### src/rtl/spq_pkg.sv
`timescale 1ns / 1ps
// ----------------------------------------------------------------------------
// spq_pkg
// Shared types and codes for the sorted priority queue unit.
// ----------------------------------------------------------------------------
package spq_pkg;

    localparam logic [1:0] CMD_INSERT = 2'd0;
    localparam logic [1:0] CMD_REMOVE = 2'd1;
    localparam logic [1:0] CMD_FIND   = 2'd2;

    localparam logic [1:0] ST_OK       = 2'd0;
    localparam logic [1:0] ST_NOT_HERE = 2'd1;
    localparam logic [1:0] ST_FULL     = 2'd2;

    typedef struct packed {
        logic [1:0]         cmd;
        logic signed [31:0] key;
    } item_t;

    typedef struct packed {
        logic [1:0]         status;
        logic [3:0]         found_index;
        logic signed [31:0] head_key;
        logic               head_valid;
        logic [4:0]         entry_count;
    } result_t;

    // Commands from the controller to the datapath.
    typedef struct packed {
        logic load;    // latch the item and clear the walk state
        logic rd;      // read the entry at the walk index
        logic wr;      // process the read entry and advance the index
        logic fin;     // update the count and read the head entry
    } ctl_t;

    // Status from the datapath to the controller.
    typedef struct packed {
        logic more;    // another entry remains to be walked
    } sts_t;

endpackage

### src/rtl/spq_datapath.sv
`timescale 1ns / 1ps
// ----------------------------------------------------------------------------
// spq_datapath
// Key storage, walk index, count and result registers of the queue.
// ----------------------------------------------------------------------------
module spq_datapath #(
    parameter int CAPACITY = 16
) (
    input  logic             clk,
    input  logic             rst_n,
    input  spq_pkg::ctl_t    ctl,
    input  spq_pkg::item_t   item,
    output spq_pkg::sts_t    sts,
    output spq_pkg::result_t result
);
    import spq_pkg::*;

    localparam int AW = (CAPACITY > 1) ? $clog2(CAPACITY) : 1;
    localparam int CW = $clog2(CAPACITY + 1);
    localparam logic [CW-1:0] CAP_CNT = CW'(CAPACITY);
    localparam logic [CW-1:0] ONE     = CW'(1);

    logic signed [31:0] mem [CAPACITY];

    logic [1:0]         cmd_reg;
    logic signed [31:0] key_reg;
    logic signed [31:0] rdata_reg;
    logic signed [31:0] carry_reg, carry_next;
    logic [CW-1:0]      count_reg;
    logic [CW-1:0]      idx_reg;
    logic [CW-1:0]      pos_reg, pos_next;
    logic               hit_reg, hit_next;
    logic               placed_reg, placed_next;
    logic               full_reg;
    logic [1:0]         status_reg;

    logic               wr_en;
    logic [AW-1:0]      wr_addr;
    logic signed [31:0] wr_data;
    logic [CW-1:0]      idx_dec;
    logic               at_end;
    logic               ge;
    logic               eq;

    assign idx_dec = idx_reg - ONE;
    assign at_end  = (idx_reg == count_reg);
    assign ge      = at_end || (rdata_reg >= key_reg);
    assign eq      = (rdata_reg == key_reg);

    always_comb
    begin
        sts.more = 1'b0;
        case (cmd_reg) inside
            CMD_INSERT: sts.more = !full_reg && (idx_reg <= count_reg);
            CMD_REMOVE,
            CMD_FIND:   sts.more = (idx_reg < count_reg);
            default:    sts.more = 1'b0;
        endcase
    end

    // One entry per walk step: insert carries displaced keys upward,
    // remove pulls every later key down by one, find only records the first match.
    always_comb
    begin
        wr_en       = 1'b0;
        wr_addr     = idx_reg[AW-1:0];
        wr_data     = carry_reg;
        carry_next  = carry_reg;
        hit_next    = hit_reg;
        pos_next    = pos_reg;
        placed_next = placed_reg;
        if (ctl.wr)
        begin
            case (cmd_reg)
                CMD_INSERT:
                begin
                    if (!placed_reg && ge)
                    begin
                        wr_en       = 1'b1;
                        wr_data     = key_reg;
                        carry_next  = rdata_reg;
                        placed_next = 1'b1;
                    end
                    else if (placed_reg)
                    begin
                        wr_en      = 1'b1;
                        carry_next = rdata_reg;
                    end
                end
                CMD_REMOVE:
                begin
                    if (!hit_reg && eq)
                    begin
                        hit_next = 1'b1;
                        pos_next = idx_reg;
                    end
                    else if (hit_reg)
                    begin
                        wr_en   = 1'b1;
                        wr_addr = idx_dec[AW-1:0];
                        wr_data = rdata_reg;
                    end
                end
                CMD_FIND:
                begin
                    if (!hit_reg && eq)
                    begin
                        hit_next = 1'b1;
                        pos_next = idx_reg;
                    end
                end
                default:
                begin
                end
            endcase
        end
    end

    always_ff @(posedge clk)
    begin
        if (wr_en)
        begin
            mem[wr_addr] <= wr_data;
        end
        if (ctl.rd)
        begin
            rdata_reg <= mem[idx_reg[AW-1:0]];
        end
        else if (ctl.fin)
        begin
            rdata_reg <= mem[0];
        end
        if (ctl.load)
        begin
            cmd_reg <= item.cmd;
            key_reg <= item.key;
        end
        carry_reg <= carry_next;
    end

    always_ff @(posedge clk or negedge rst_n)
    begin
        if (!rst_n)
        begin
            count_reg  <= '0;
            idx_reg    <= '0;
            pos_reg    <= '0;
            hit_reg    <= 1'b0;
            placed_reg <= 1'b0;
            full_reg   <= 1'b0;
            status_reg <= ST_OK;
        end
        else if (ctl.load)
        begin
            idx_reg    <= '0;
            pos_reg    <= '0;
            hit_reg    <= 1'b0;
            placed_reg <= 1'b0;
            full_reg   <= (count_reg >= CAP_CNT);
        end
        else if (ctl.wr)
        begin
            idx_reg    <= idx_reg + ONE;
            pos_reg    <= pos_next;
            hit_reg    <= hit_next;
            placed_reg <= placed_next;
        end
        else if (ctl.fin)
        begin
            case (cmd_reg)
                CMD_INSERT:
                begin
                    status_reg <= full_reg ? ST_FULL : ST_OK;
                    if (!full_reg)
                    begin
                        count_reg <= count_reg + ONE;
                    end
                end
                CMD_REMOVE:
                begin
                    status_reg <= hit_reg ? ST_OK : ST_NOT_HERE;
                    if (hit_reg)
                    begin
                        count_reg <= count_reg - ONE;
                    end
                end
                CMD_FIND: status_reg <= hit_reg ? ST_OK : ST_NOT_HERE;
                default:  status_reg <= ST_OK;
            endcase
        end
    end

    always_comb
    begin
        result.status      = status_reg;
        result.found_index = 4'(pos_reg);
        result.head_valid  = (count_reg != '0);
        result.head_key    = result.head_valid ? rdata_reg : 32'sd0;
        result.entry_count = 5'(count_reg);
    end

endmodule

### src/rtl/spq_ctrl.sv
`timescale 1ns / 1ps
// ----------------------------------------------------------------------------
// spq_ctrl
// Sequencer that walks the stored keys one entry per read and write pair.
// ----------------------------------------------------------------------------
module spq_ctrl (
    input  logic          clk,
    input  logic          rst_n,
    input  logic          start,
    input  spq_pkg::sts_t sts,
    output spq_pkg::ctl_t ctl,
    output logic          busy,
    output logic          done
);
    import spq_pkg::*;

    localparam logic [2:0] S_IDLE = 3'd0;
    localparam logic [2:0] S_CHK  = 3'd1;
    localparam logic [2:0] S_RD   = 3'd2;
    localparam logic [2:0] S_WR   = 3'd3;
    localparam logic [2:0] S_FIN  = 3'd4;
    localparam logic [2:0] S_OUT  = 3'd5;

    logic [2:0] state_reg, state_next;

    always_comb
    begin
        state_next = state_reg;
        ctl        = '0;
        unique case (state_reg)
            S_IDLE:
            begin
                if (start)
                begin
                    ctl.load   = 1'b1;
                    state_next = S_CHK;
                end
            end
            S_CHK:   state_next = sts.more ? S_RD : S_FIN;
            S_RD:
            begin
                ctl.rd     = 1'b1;
                state_next = S_WR;
            end
            S_WR:
            begin
                ctl.wr     = 1'b1;
                state_next = S_CHK;
            end
            S_FIN:
            begin
                ctl.fin    = 1'b1;
                state_next = S_OUT;
            end
            S_OUT:   state_next = S_IDLE;
            default: state_next = S_IDLE;
        endcase
    end

    always_ff @(posedge clk or negedge rst_n)
    begin
        if (!rst_n)
        begin
            state_reg <= S_IDLE;
        end
        else
        begin
            state_reg <= state_next;
        end
    end

    assign busy = (state_reg != S_IDLE);
    assign done = (state_reg == S_OUT);

endmodule

### src/rtl/sorted_priority_queue_unit.sv
`timescale 1ns / 1ps
// Each item walks the stored keys one entry per read and write pair; insert walks
// count + 1 entries, remove and find walk count entries, a full insert or unused code
// none. The unit takes no new item while busy; busy is low again the cycle after done.
// Reset clears the count and the sequencer; key storage is not cleared.
// The result is shown for the one cycle that done is high; the receiver cannot stall.
// ----------------------------------------------------------------------------
// sorted_priority_queue_unit
// Bounded ascending key queue with insert, remove and find commands.
// ----------------------------------------------------------------------------
module sorted_priority_queue_unit #(
    parameter int CAPACITY = 16
) (
    input  logic             clk,
    input  logic             rst_n,
    input  logic             start,
    input  spq_pkg::item_t   item,
    output logic             busy,
    output logic             done,
    output spq_pkg::result_t result
);
    import spq_pkg::*;

    ctl_t ctl;
    sts_t sts;

    spq_ctrl u_ctrl (
        .clk   (clk),
        .rst_n (rst_n),
        .start (start),
        .sts   (sts),
        .ctl   (ctl),
        .busy  (busy),
        .done  (done)
    );

    spq_datapath #(
        .CAPACITY (CAPACITY)
    ) u_datapath (
        .clk    (clk),
        .rst_n  (rst_n),
        .ctl    (ctl),
        .item   (item),
        .sts    (sts),
        .result (result)
    );

endmodule

### config.mk
export PLATFORM = sky130hd
export DESIGN_NAME = sorted_priority_queue_unit
export DESIGN_NICKNAME = d
export VERILOG_FILES = /design/src/rtl/spq_pkg.sv /design/src/rtl/spq_datapath.sv /design/src/rtl/spq_ctrl.sv /design/src/rtl/sorted_priority_queue_unit.sv
export SDC_FILE = /design/constraint.sdc
export NUM_CORES = 1
export LEC_CHECK = 0
export BUFFER_PORTS_ARGS = -buffer_cell sky130_fd_sc_hd__clkbuf_2
export CORE_MARGIN = 2
export CORE_UTILIZATION = 60
export CTS_BUF_LIST = sky130_fd_sc_hd__clkbuf_4
export CTS_CLUSTER_SIZE = 10
export DETAILED_ROUTE_END_ITERATION = 8
export GPL_TIMING_DRIVEN = 0
export MAX_ROUTING_LAYER = met4
export PLACE_DENSITY = 0.86
export REMOVE_ABC_BUFFERS = 1
export SLEW_MARGIN = 40
export SYNTH_ARGS = -nofsm -noshare
export SYNTH_HDL_FRONTEND = slang
export SYNTH_SLANG_ARGS = --single-unit
### constraint.sdc
create_clock -name clk -period 5.9 [get_ports clk]
set_input_delay 0.885 -clock clk [delete_from_list [all_inputs] [get_ports clk]]
set_output_delay 0.885 -clock clk [all_outputs]
set_load 0.1 [all_outputs]
### After elaboration in Yosys (flattened, before gate mapping)

Memory sizes are Yosys's and may differ from the RTL's.
Cells that the tools add are included.

| storage, ports and cells | value |
|---|---|
| memories | 1 |
| word-level logic and storage cells | 112 |
| RAM bits | 512 |
| register bits | 120 |
| output and inout bits | 46 |
| input bits | 37 |

Memory list:

| memory | words | bits a word | read ports | clocked after Yosys merged registers in | wr ports | line | source |
|---|---|---|---|---|---|---|---|
| u_datapath.mem | 16 | 32 | 2 | 0 | 1 | spq_datapath.sv:23 | `logic signed [31:0] mem [CAPACITY];` |

| operators by class | value |
|---|---|
| reductions and logical operators | 25 |
| mux-type cells | 52 |
| bitwise operators | 2 |
| magnitude comparators | 4 |
| equal/unequal tests | 12 |
| add/sub/neg operators | 4 |

Operators with widths:

| cell | number |
|---|---|
| two-way mux 32 bit | 9 |
| case mux 32 bit (2 select lines) | 1 |
| equality test 32 bit | 1 |
| greater-or-equal comparator 32 bit | 1 |
| two-way mux 4 bit | 8 |
| two-way mux 1 bit | 23 |
| two-way mux 5 bit | 4 |
| nonzero test 2 bit | 8 |
| case mux 3 bit (5 select lines) | 1 |
| AND reduction 3 bit | 4 |
| adder 5 x 1 -> 5 bit, second input constant | 2 |
| case mux 5 bit (2 select lines) | 1 |
| equality test 3 x 2 -> 1 bit, second input constant | 2 |
| equality test 3 bit, second input constant | 2 |
| two-way mux 3 bit | 2 |
| AND reduction 6 bit | 1 |
| equality test 5 bit | 1 |
| greater-or-equal comparator 5 bit, second input constant | 1 |
| <= comparator 5 bit | 1 |
| < comparator 5 bit | 1 |
| nonzero test 5 bit | 1 |
| subtractor 5 x 1 -> 5 bit, second input constant | 1 |
| inequality test 2 bit, second input constant | 2 |
| case mux 2 bit (2 select lines) | 1 |
| other kinds (15) | 20 |

### Depth between registers and ports, before layout

Gate-level depths: netlist (run 1).

| depth | value |
|---|---|
| depth in word-level cells | 8 |
| depth in mapped cells | 15 |
| gate-level depth less buffers | 10 |

### Modules after synthesis

From an unflattened synthesis (run 1), not the netlist that was laid out.

| unflattened totals | value |
|---|---|
| cell total of the unflattened synthesis | 1443 |
| area, all modules | 26590.5 µm² |

By module, submodules not included:

| module | area each (µm²) | cells an instance | sequential area each (µm²) | times used |
|---|---|---|---|---|
| spq_datapath | 26419.1 | 1425 | 18793.0 | 1 |
| spq_ctrl | 171.4 | 18 | 75.1 | 1 |

### Worst setup path before layout (run 1)

No wires, ideal clock.

| path | value |
|---|---|
| path type | reg-to-reg |
| start point | register u_datapath.count_reg[4] |
| end point | memory u_datapath.mem[0][0] (enable) |
| setup time | 0.432 ns |
| buffers on the path | 0 |
| required time | 5.468 ns |
| arrival time | 3.976 ns |
| stages on the path, launching flop included | 10 |
| setup slack | 1.492 ns |
| path through | dfrtp_1 > inv_1 > ha_1 > nand4_1 > nor2_1 > a31oi_1 > and3_1 > nand3_1 > nand4_4 > a21oi_1 |

| on the way | value |
|---|---|
| word-level cells in the longest chain between the ends | 8 |

RTL lines:

| what | line | source |
|---|---|---|
| from (decl) | spq_datapath.sv:29 | `logic [CW-1:0] count_reg;` |
| from (signal assigned) | spq_datapath.sv:176 | `count_reg <= count_reg + ONE;` |
| from (signal assigned) | spq_datapath.sv:184 | `count_reg <= count_reg - ONE;` |
| equality test 5 bit | spq_datapath.sv:46 | `assign at_end = (idx_reg == count_reg);` |
| logical OR 1 bit | spq_datapath.sv:47 | `assign ge = at_end \|\| (rdata_reg >= key_reg);` |
| logical AND 1 bit | spq_datapath.sv:77 | `if (!placed_reg && ge)` |
| two-way mux 1 bit | spq_datapath.sv:77 |  |
| case mux 1 bit (2 select lines) | spq_datapath.sv:74 | `case (cmd_reg)` |
| two-way mux 1 bit | spq_datapath.sv:72 | `if (ctl.wr)` |
| two-way mux 1 bit | spq_datapath.sv:121 | `if (wr_en)` |
| two-way mux 1 bit (not written as such) | spq_datapath.sv:123 | `mem[wr_addr] <= wr_data;` |
| to (decl) | spq_datapath.sv:23 |  |

Every way passes these cells.

### Worst setup path after layout (run 1)

| path | value |
|---|---|
| start point | register u_datapath.idx_reg[0] |
| end point | memory u_datapath.mem[5][0], data pin |

| on the way | value |
|---|---|
| word-level cells in the longest chain between the ends | 6 |

RTL lines:

| what | line | source |
|---|---|---|
| from (decl) | spq_datapath.sv:30 | `logic [CW-1:0] idx_reg;` |
| from (signal assigned) | spq_datapath.sv:163 | `idx_reg <= idx_reg + ONE;` |
| equality test 5 bit | spq_datapath.sv:46 |  |
| logical OR 1 bit | spq_datapath.sv:47 |  |
| logical AND 1 bit | spq_datapath.sv:77 |  |
| two-way mux 32 bit | spq_datapath.sv:77 |  |
| case mux 32 bit (2 select lines) | spq_datapath.sv:74 |  |
| two-way mux 32 bit | spq_datapath.sv:72 |  |
| via u_datapath.wr_data[0] | spq_datapath.sv:39 | `logic signed [31:0] wr_data;` |

The timed path passes the listed nets, and every way through them passes these cells.

==> impl_results.md, run 1 <==
- Outcome: completed
- Most used DFF post-synth: edfxtp_1
- Post-Synthesis Cells: 1434
- Slew margin rel.: 41.29%
- Initial Util: 60.70%
- Setup TNS: 0 ns
- GR Overflow Total: 0
- Sw frac: 36.22%
- DRC: 0
- Final Hold Fails: 0
- Postcts setup bufs: 0
- Synth Area in XOR/XNOR: 0.2943%
- Port Buffer Count: 82
- CP max FO: 34
- Die W: 215.3 microns
- Multiplexer area fraction after synthesis: 14.88%
- Largest net degree at the start of global routing: 38
- CP required: 6.60 ns
- CP startpoint kind: flip-flop
- Routed WL per cell: 30.90 microns
- First-pass GRT wire length: 107300 microns
- Io pins: 83
- Power Density: 420.5 nW/um^2
- Largest register FFs: 512
- Fin. max-slew vios: 0
- Setup crit end kind: flip-flop
- Avg Inst Size Synth: 18.68 sq um
- RePlAce Congestion: 0.8232
- Final Worst Setup Slack: 0.8936 ns
- Top reg by flops: u_datapath.mem
- Compound-cell area share of the yosys netlist: 5.256%
- Final ANT Viol Nets: 0
- Worst hold slack: 0.04116 ns
- Final core utilization: 70.77%
- Min cycle time layout: 5.006 ns
- CTS root buf: clkbuf_4
- Gate power share: 30.2%
- Die area: 46350 sq um
- Sw power: 4.756 mW
- Post-synthesis simple-gate area fraction: 4.756%
- Vias: 16640
- RSZ-0062 raised after global routing: false
- Final setup vio count: 0
- Drt pass-1 iters: 7
- Layout cells sized above 1: 37.67%
- Synth unique cells: 58
- CTS Buf Count: 152
- Share of power burned in registers: 42.7%
- Vert. Die Dim: 215.3 microns
- Tot Pwr: 13.13 mW
- Final wirelength: 73480 microns
- Clock Path Buffers: 3
- Num rows: 77
- Sink Count: 632
- GRT Total Usage: 33.16%
- Async set-or-reset flop fraction in the synthesized netlist: 3.481%
- Internal Pwr Total: 8.373 mW
- CTS tree: yes
- WP data arrival: 5.70 ns
- R2r setup slk: 0.89 ns
- Post-DP HPWL: 45950 microns
- Number of synthesized flops with an enable pin: 610
- Synth Register Bits: 632
- Worst vdd ir: 0.3067 mV
- Post-synthesis sequential area ratio: 70.45%
- Final period util: 84.85%
- Clock power share: 27.1%
- Nets: 1750
- Synthesized-area fraction occupied by adder cells: 2.177%
- HP Class: input pin to asynchronous set/reset pin
- Clock-pin slew on the worst setup and hold paths: 0.08 ns
- Vias in the first global route: 17080
- Post-CTS Resized: 0
- Worst-Margin Slew: 0.8726 ns
- Initial antenna violation count: 2
- Max_cap viols: 0
- LEAKAGE: 10.56 nW
- Setup Slack @ Placement: 1.194 ns
- Clock Latency Late Sink: 0.90 ns
- Clk_skew: 0.07374 ns
- Post-Syn Area: 26780 sq um
- Area Growth Syn to Fin: 16.59%
- CORE AREA: 44120 sq um
- DR iter-0 viols: 2519
- Yosys warns: 0
- Vias per cell: 6.998
- Main combinational cell family by area after synthesis: multiplexers
- Cts hold-fix bufs: 0
- Crit Path Class: flip-flop to flip-flop
- Max frequency: 199.7 MHz
- H-tree Lvls: 4
per-stage QoR:
step           instance area, sq um  cells
2_1_floorplan                 26390   1349
3_3_place_gp                  27540   2023
3_5_place_dp                  29270   2105
4_1_cts                       31200   2376
6_report                      31230   2378
5_1_grt                       31230   2378
power by group through the flow:
stage | clock network, mW | logic, mW | registers, mW
6_report | 3.56 | 3.96 | 5.60
3_5_place_dp | 0 | 3.85 | 5.68
3_3_place_gp | 0 | 3.56 | 5.90
4_1_cts | 3.59 | 3.89 | 5.59
5_1_grt | 3.80 | 4.09 | 5.61
2_1_floorplan | 0 | 2.60 | 5.86
kinds of logic (layout without fill, tap and decap cells):
kind of cell | after synthesis | count (layout)
flops | 632 | 632
buf+inv | 136 | 486
mux | 194 | 194
xor+xnor | 9 | 9
simple gates | 239 | 239
other cells | 0 | 2
fa+ha+maj | 46 | 46
compound gates | 178 | 178
cells in the mapped netlist (all sizes together) (4+ instances only):
| cell | number | share of area [%] |
|---|---|---|
| nor3 | 5 | 0.093 |
| mux4 | 160 | 13 |
| buf | 31 | 0.72 |
| nor4 | 4 | 0.093 |
| edfxtp | 610 | 68 |
| mux2 | 33 | 1.4 |
| clkbuf | 54 | 0.76 |
| a22oi | 33 | 0.92 |
| ha | 45 | 2.1 |
| nand2 | 68 | 0.95 |
| o211ai | 35 | 1.5 |
| nor2b | 35 | 0.82 |
| a21oi | 36 | 0.67 |
| nand3 | 40 | 0.75 |
| xor2 | 4 | 0.13 |
| nand2b | 5 | 0.12 |
| xnor2 | 5 | 0.16 |
| and3 | 36 | 0.84 |
| a21o | 5 | 0.14 |
| inv | 49 | 0.69 |
| a22o | 32 | 1.0 |
| o21ai | 20 | 0.37 |
| dfrtp | 22 | 2.1 |
| nor2 | 21 | 0.29 |
| nand4 | 13 | 0.46 |
layout by cell type, fill, tap and decap left out, types with 35 or more instances in the layout:
cell type	netlist	final
nand3_1	40	40
ha_1	45	43
inv_1	48	48
edfxtp_1	610	610
nand2_1	68	68
clkbuf_4	0	228
nor2b_1	35	35
mux4_2	160	160
clkbuf_2	0	82
and3_1	36	35
area by class of cell:
class / count / area, sq um
timing repair buffer: 164 / 1831
clock inverter: 43 / 221.5
sequential: 632 / 18880
multi-input combinational: 666 / 7639
clock buffer: 228 / 1712
inverter: 51 / 198.9
tap: 592 / 740.7
antenna: 2 / 5.005
fill: 2448 / 12900
worst max-delay path, stage by stage, from the launching register on:
cell and delay (ns):
dfrtp_4 0.68, buf_12 0.29, buf_12 0.28, inv_1 0.20, ha_1 0.32, inv_1 0.10
nor2_1 0.09, a31oi_1 0.34, nand4_4 0.76, and2_4 0.57, buf_12 0.23, o211ai_1 0.56
buf_2 0.31
path summary, 6_finish.rpt:
path                                              startpoint                                 to  cells past startpoint
hold / removal                                         rst_n  u_datapath.idx_reg[3]$_DFFE_PN0N_                      1
min in group clk                                    item[14]   u_datapath.key_reg[14]$_DFFE_PP_                      1
hold reg to reg            u_datapath.rdata_reg[4]$_DFFE_PP_  u_datapath.carry_reg[4]$_DFFE_PP_                      0
setup reg to reg           u_datapath.idx_reg[0]$_DFFE_PN0N_     u_datapath.mem[5][0]$_DFFE_PP_                     12
max in group asynchronous                              rst_n  u_datapath.idx_reg[1]$_DFFE_PN0N_                      1
setup / recovery           u_datapath.idx_reg[0]$_DFFE_PN0N_     u_datapath.mem[5][0]$_DFFE_PP_                     12
per-layer routing:
metal	vias up	part of all wire [%]	global-route usage [%]
met5	-	0	-
met4	0	6.4	21.01
met3	397	13	8.025
met2	1587	49	51.26
met1	8230	32	39.55
li1	6428	-	-
Note: power is estimated with default switching activity, not from simulation.
==> run 2, diff against run 1 <==
Clock period 5.9 ns to 4.7 ns, I/O delays scaled along.
==> impl_results.md, run 2 (synthesized netlist as in run 1, its figures left out) <==
- Dpl cell area: 29270 sq um
- Top reg by flops: u_datapath.mem
- Clock-pin slew on the worst setup and hold paths: 0.09 ns
- Port Buffer Count: 82
- Violated checks: negative setup slack
- Slew margin rel.: 40.62%
- Setup crit end kind: flip-flop
- H-tree Lvls: 4
- Die W: 215.3 microns
- Post-Layout Inst Area: 31810 sq um
- CTS root buf: clkbuf_4
- Final Worst Setup Slack: -0.1684 ns
- Worst-Margin Slew: 0.8825 ns
- Layout cells sized above 1: 37.45%
- Nets: 1795
- Clock Path Buffers: 3
- Crit Path Class: flip-flop to flip-flop
- Io pins: 83
- Post-DP HPWL: 45950 microns
- CTS Buf Count: 152
- CORE AREA: 44120 sq um
- DR iter-0 viols: 2946
- CTS tree: yes
- Outcome: complete, but fails checks
- Worst vdd ir: 0.3587 mV
- Commonest non-fill, non-tap cell in the layout: edfxtp_1
- Final setup vio count: 78
- HP Class: input pin to flip-flop
- Final period util: 103.6%
- Vias per cell: 7.105
- RePlAce Congestion: 0.8232
- Sink Count: 632
- Final Hold Fails: 0
- GRT Total Usage: 33.83%
- CP max FO: 11
- Vias in the first global route: 17420
- Most frequent cells in the layout: edfxtp_1 (610), clkbuf_4 (228), mux4_2 (160), clkbuf_2 (82), nand2_1 (68)
- Initial antenna violation count: 2
- Largest register FFs: 512
- Clock Latency Late Sink: 0.92 ns
- Clk_skew: 0.07710 ns
- Initial Util: 60.70%
- LEAKAGE: 10.91 nW
- Filler cell count: 2344
- Fin. max-slew vios: 0
- Final ANT Viol Nets: 0
- Area Growth Syn to Fin: 18.76%
- Drt pass-1 iters: 8
- WP data arrival: 5.42 ns
- CP startpoint kind: flip-flop
- CP required: 5.26 ns
- DRC: 0
- Power Density: 530.4 nW/um^2
- Final wirelength: 78840 microns
- GR Overflow Total: 0
- Vert. Die Dim: 215.3 microns
- Num rows: 77
- Routed WL per cell: 32.54 microns
- Final core utilization: 72.09%
- R2r setup slk: -0.17 ns
- Min cycle time layout: 4.868 ns
- Max_cap viols: 0
- Max frequency: 205.4 MHz
- Largest net degree at the start of global routing: 38
- First-pass GRT wire length: 109300 microns
- Die area: 46350 sq um
- RSZ-0062 raised after global routing: false
- Vias: 17220
## run 2: cell types whose count changed in the layout (fill, tap and decap cells not counted), sizes merged
| cell | change |
|---|---|
| dlygate4sd3 | +33 |
| buf | +10 |
| nand4 | +1 |
| o21a | +1 |
## run 2: worst paths after layout
check	depth (start not counted)	from	endpoint
max	10	u_datapath.key_reg[31]$_DFFE_PP_	u_datapath.mem[5][1]$_DFFE_PP_
min	1	item[24]	u_datapath.key_reg[24]$_DFFE_PP_
max reg2reg	10	u_datapath.key_reg[31]$_DFFE_PP_	u_datapath.mem[5][1]$_DFFE_PP_
min reg2reg	0	u_datapath.rdata_reg[4]$_DFFE_PP_	u_datapath.carry_reg[4]$_DFFE_PP_
max in group asynchronous	2	rst_n	u_datapath.idx_reg[2]$_DFFE_PN0N_
min in group asynchronous	2	rst_n	u_datapath.pos_reg[3]$_DFFE_PN0P_
## run 2: per-stage QoR
| stage | setup TNS, ns | worst slack (ns) | hold WS [ns] | instances | total power [mW] |
|---|---|---|---|---|---|
| floorplan | -4582.69 | -4.472 | 0.4094 | 1349 | 10.62 |
| global placement | -9597.06 | -9.369 | 0.4651 | 2023 | 12.17 |
| detailed placement | -0.04374 | -0.005520 | 0.4994 | 2105 | 11.96 |
| CTS | 0 | 0.04791 | 0.01329 | 2411 | 16.46 |
| global route | 0 | 0.03745 | -0.01523 | 2423 | 17.29 |
| finish | -7.549 | -0.1684 | 0.02130 | 2423 | 16.87 |
## run 2: timing repair
item / CTS / global route
hold endpoints to repair: 54 / 0
gates resized for setup: 0 / 17
hold buffers: 33 / 0
pin swaps: 2 / 5
setup endpoints to repair: 59 / 649
buffers inserted: 1 / 9
gates cloned: 1 / 1
## run 2: critical path: stages (launching register included)
cell and delay (ns):
edfxtp_1 0.52, inv_1 0.13, ha_1 0.56, nand4_2 0.26
nor4_1 0.78, o31ai_2 0.36, nand3_1 0.33, nand4_4 0.38
a21oi_4 0.74, buf_16 0.24, buf_8 0.18
## run 2: where the power goes
part / internal (mW) / switching [mW]
combinational: 1.55 / 3.77
clock: 2.32 / 2.20
sequential: 6.70 / 0.323
total: 10.6 / 6.29
## run 2: routing by layer
metal,GRT usage [%],wire [microns]
met5,-,0
met4,23.22,5956
met3,9.016,11480
met2,51.46,37530
met1,39.74,23870
## run 2: final cells by class
| type | count | area [sq um] | share of cell area [%] |
|---|---|---|---|
| Clock buffer | 228 | 1712 | 5.381 |
| Tap cell | 592 | 740.7 | 2.329 |
| Multi-Input combinational cell | 668 | 7815 | 24.57 |
| Timing Repair Buffer | 207 | 2236 | 7.029 |
| Sequential cell | 632 | 18880 | 59.35 |
| Clock inverter | 43 | 221.5 | 0.6962 |
| Inverter | 51 | 198.9 | 0.6254 |
| Antenna cell | 2 | 5.005 | 0.01573 |
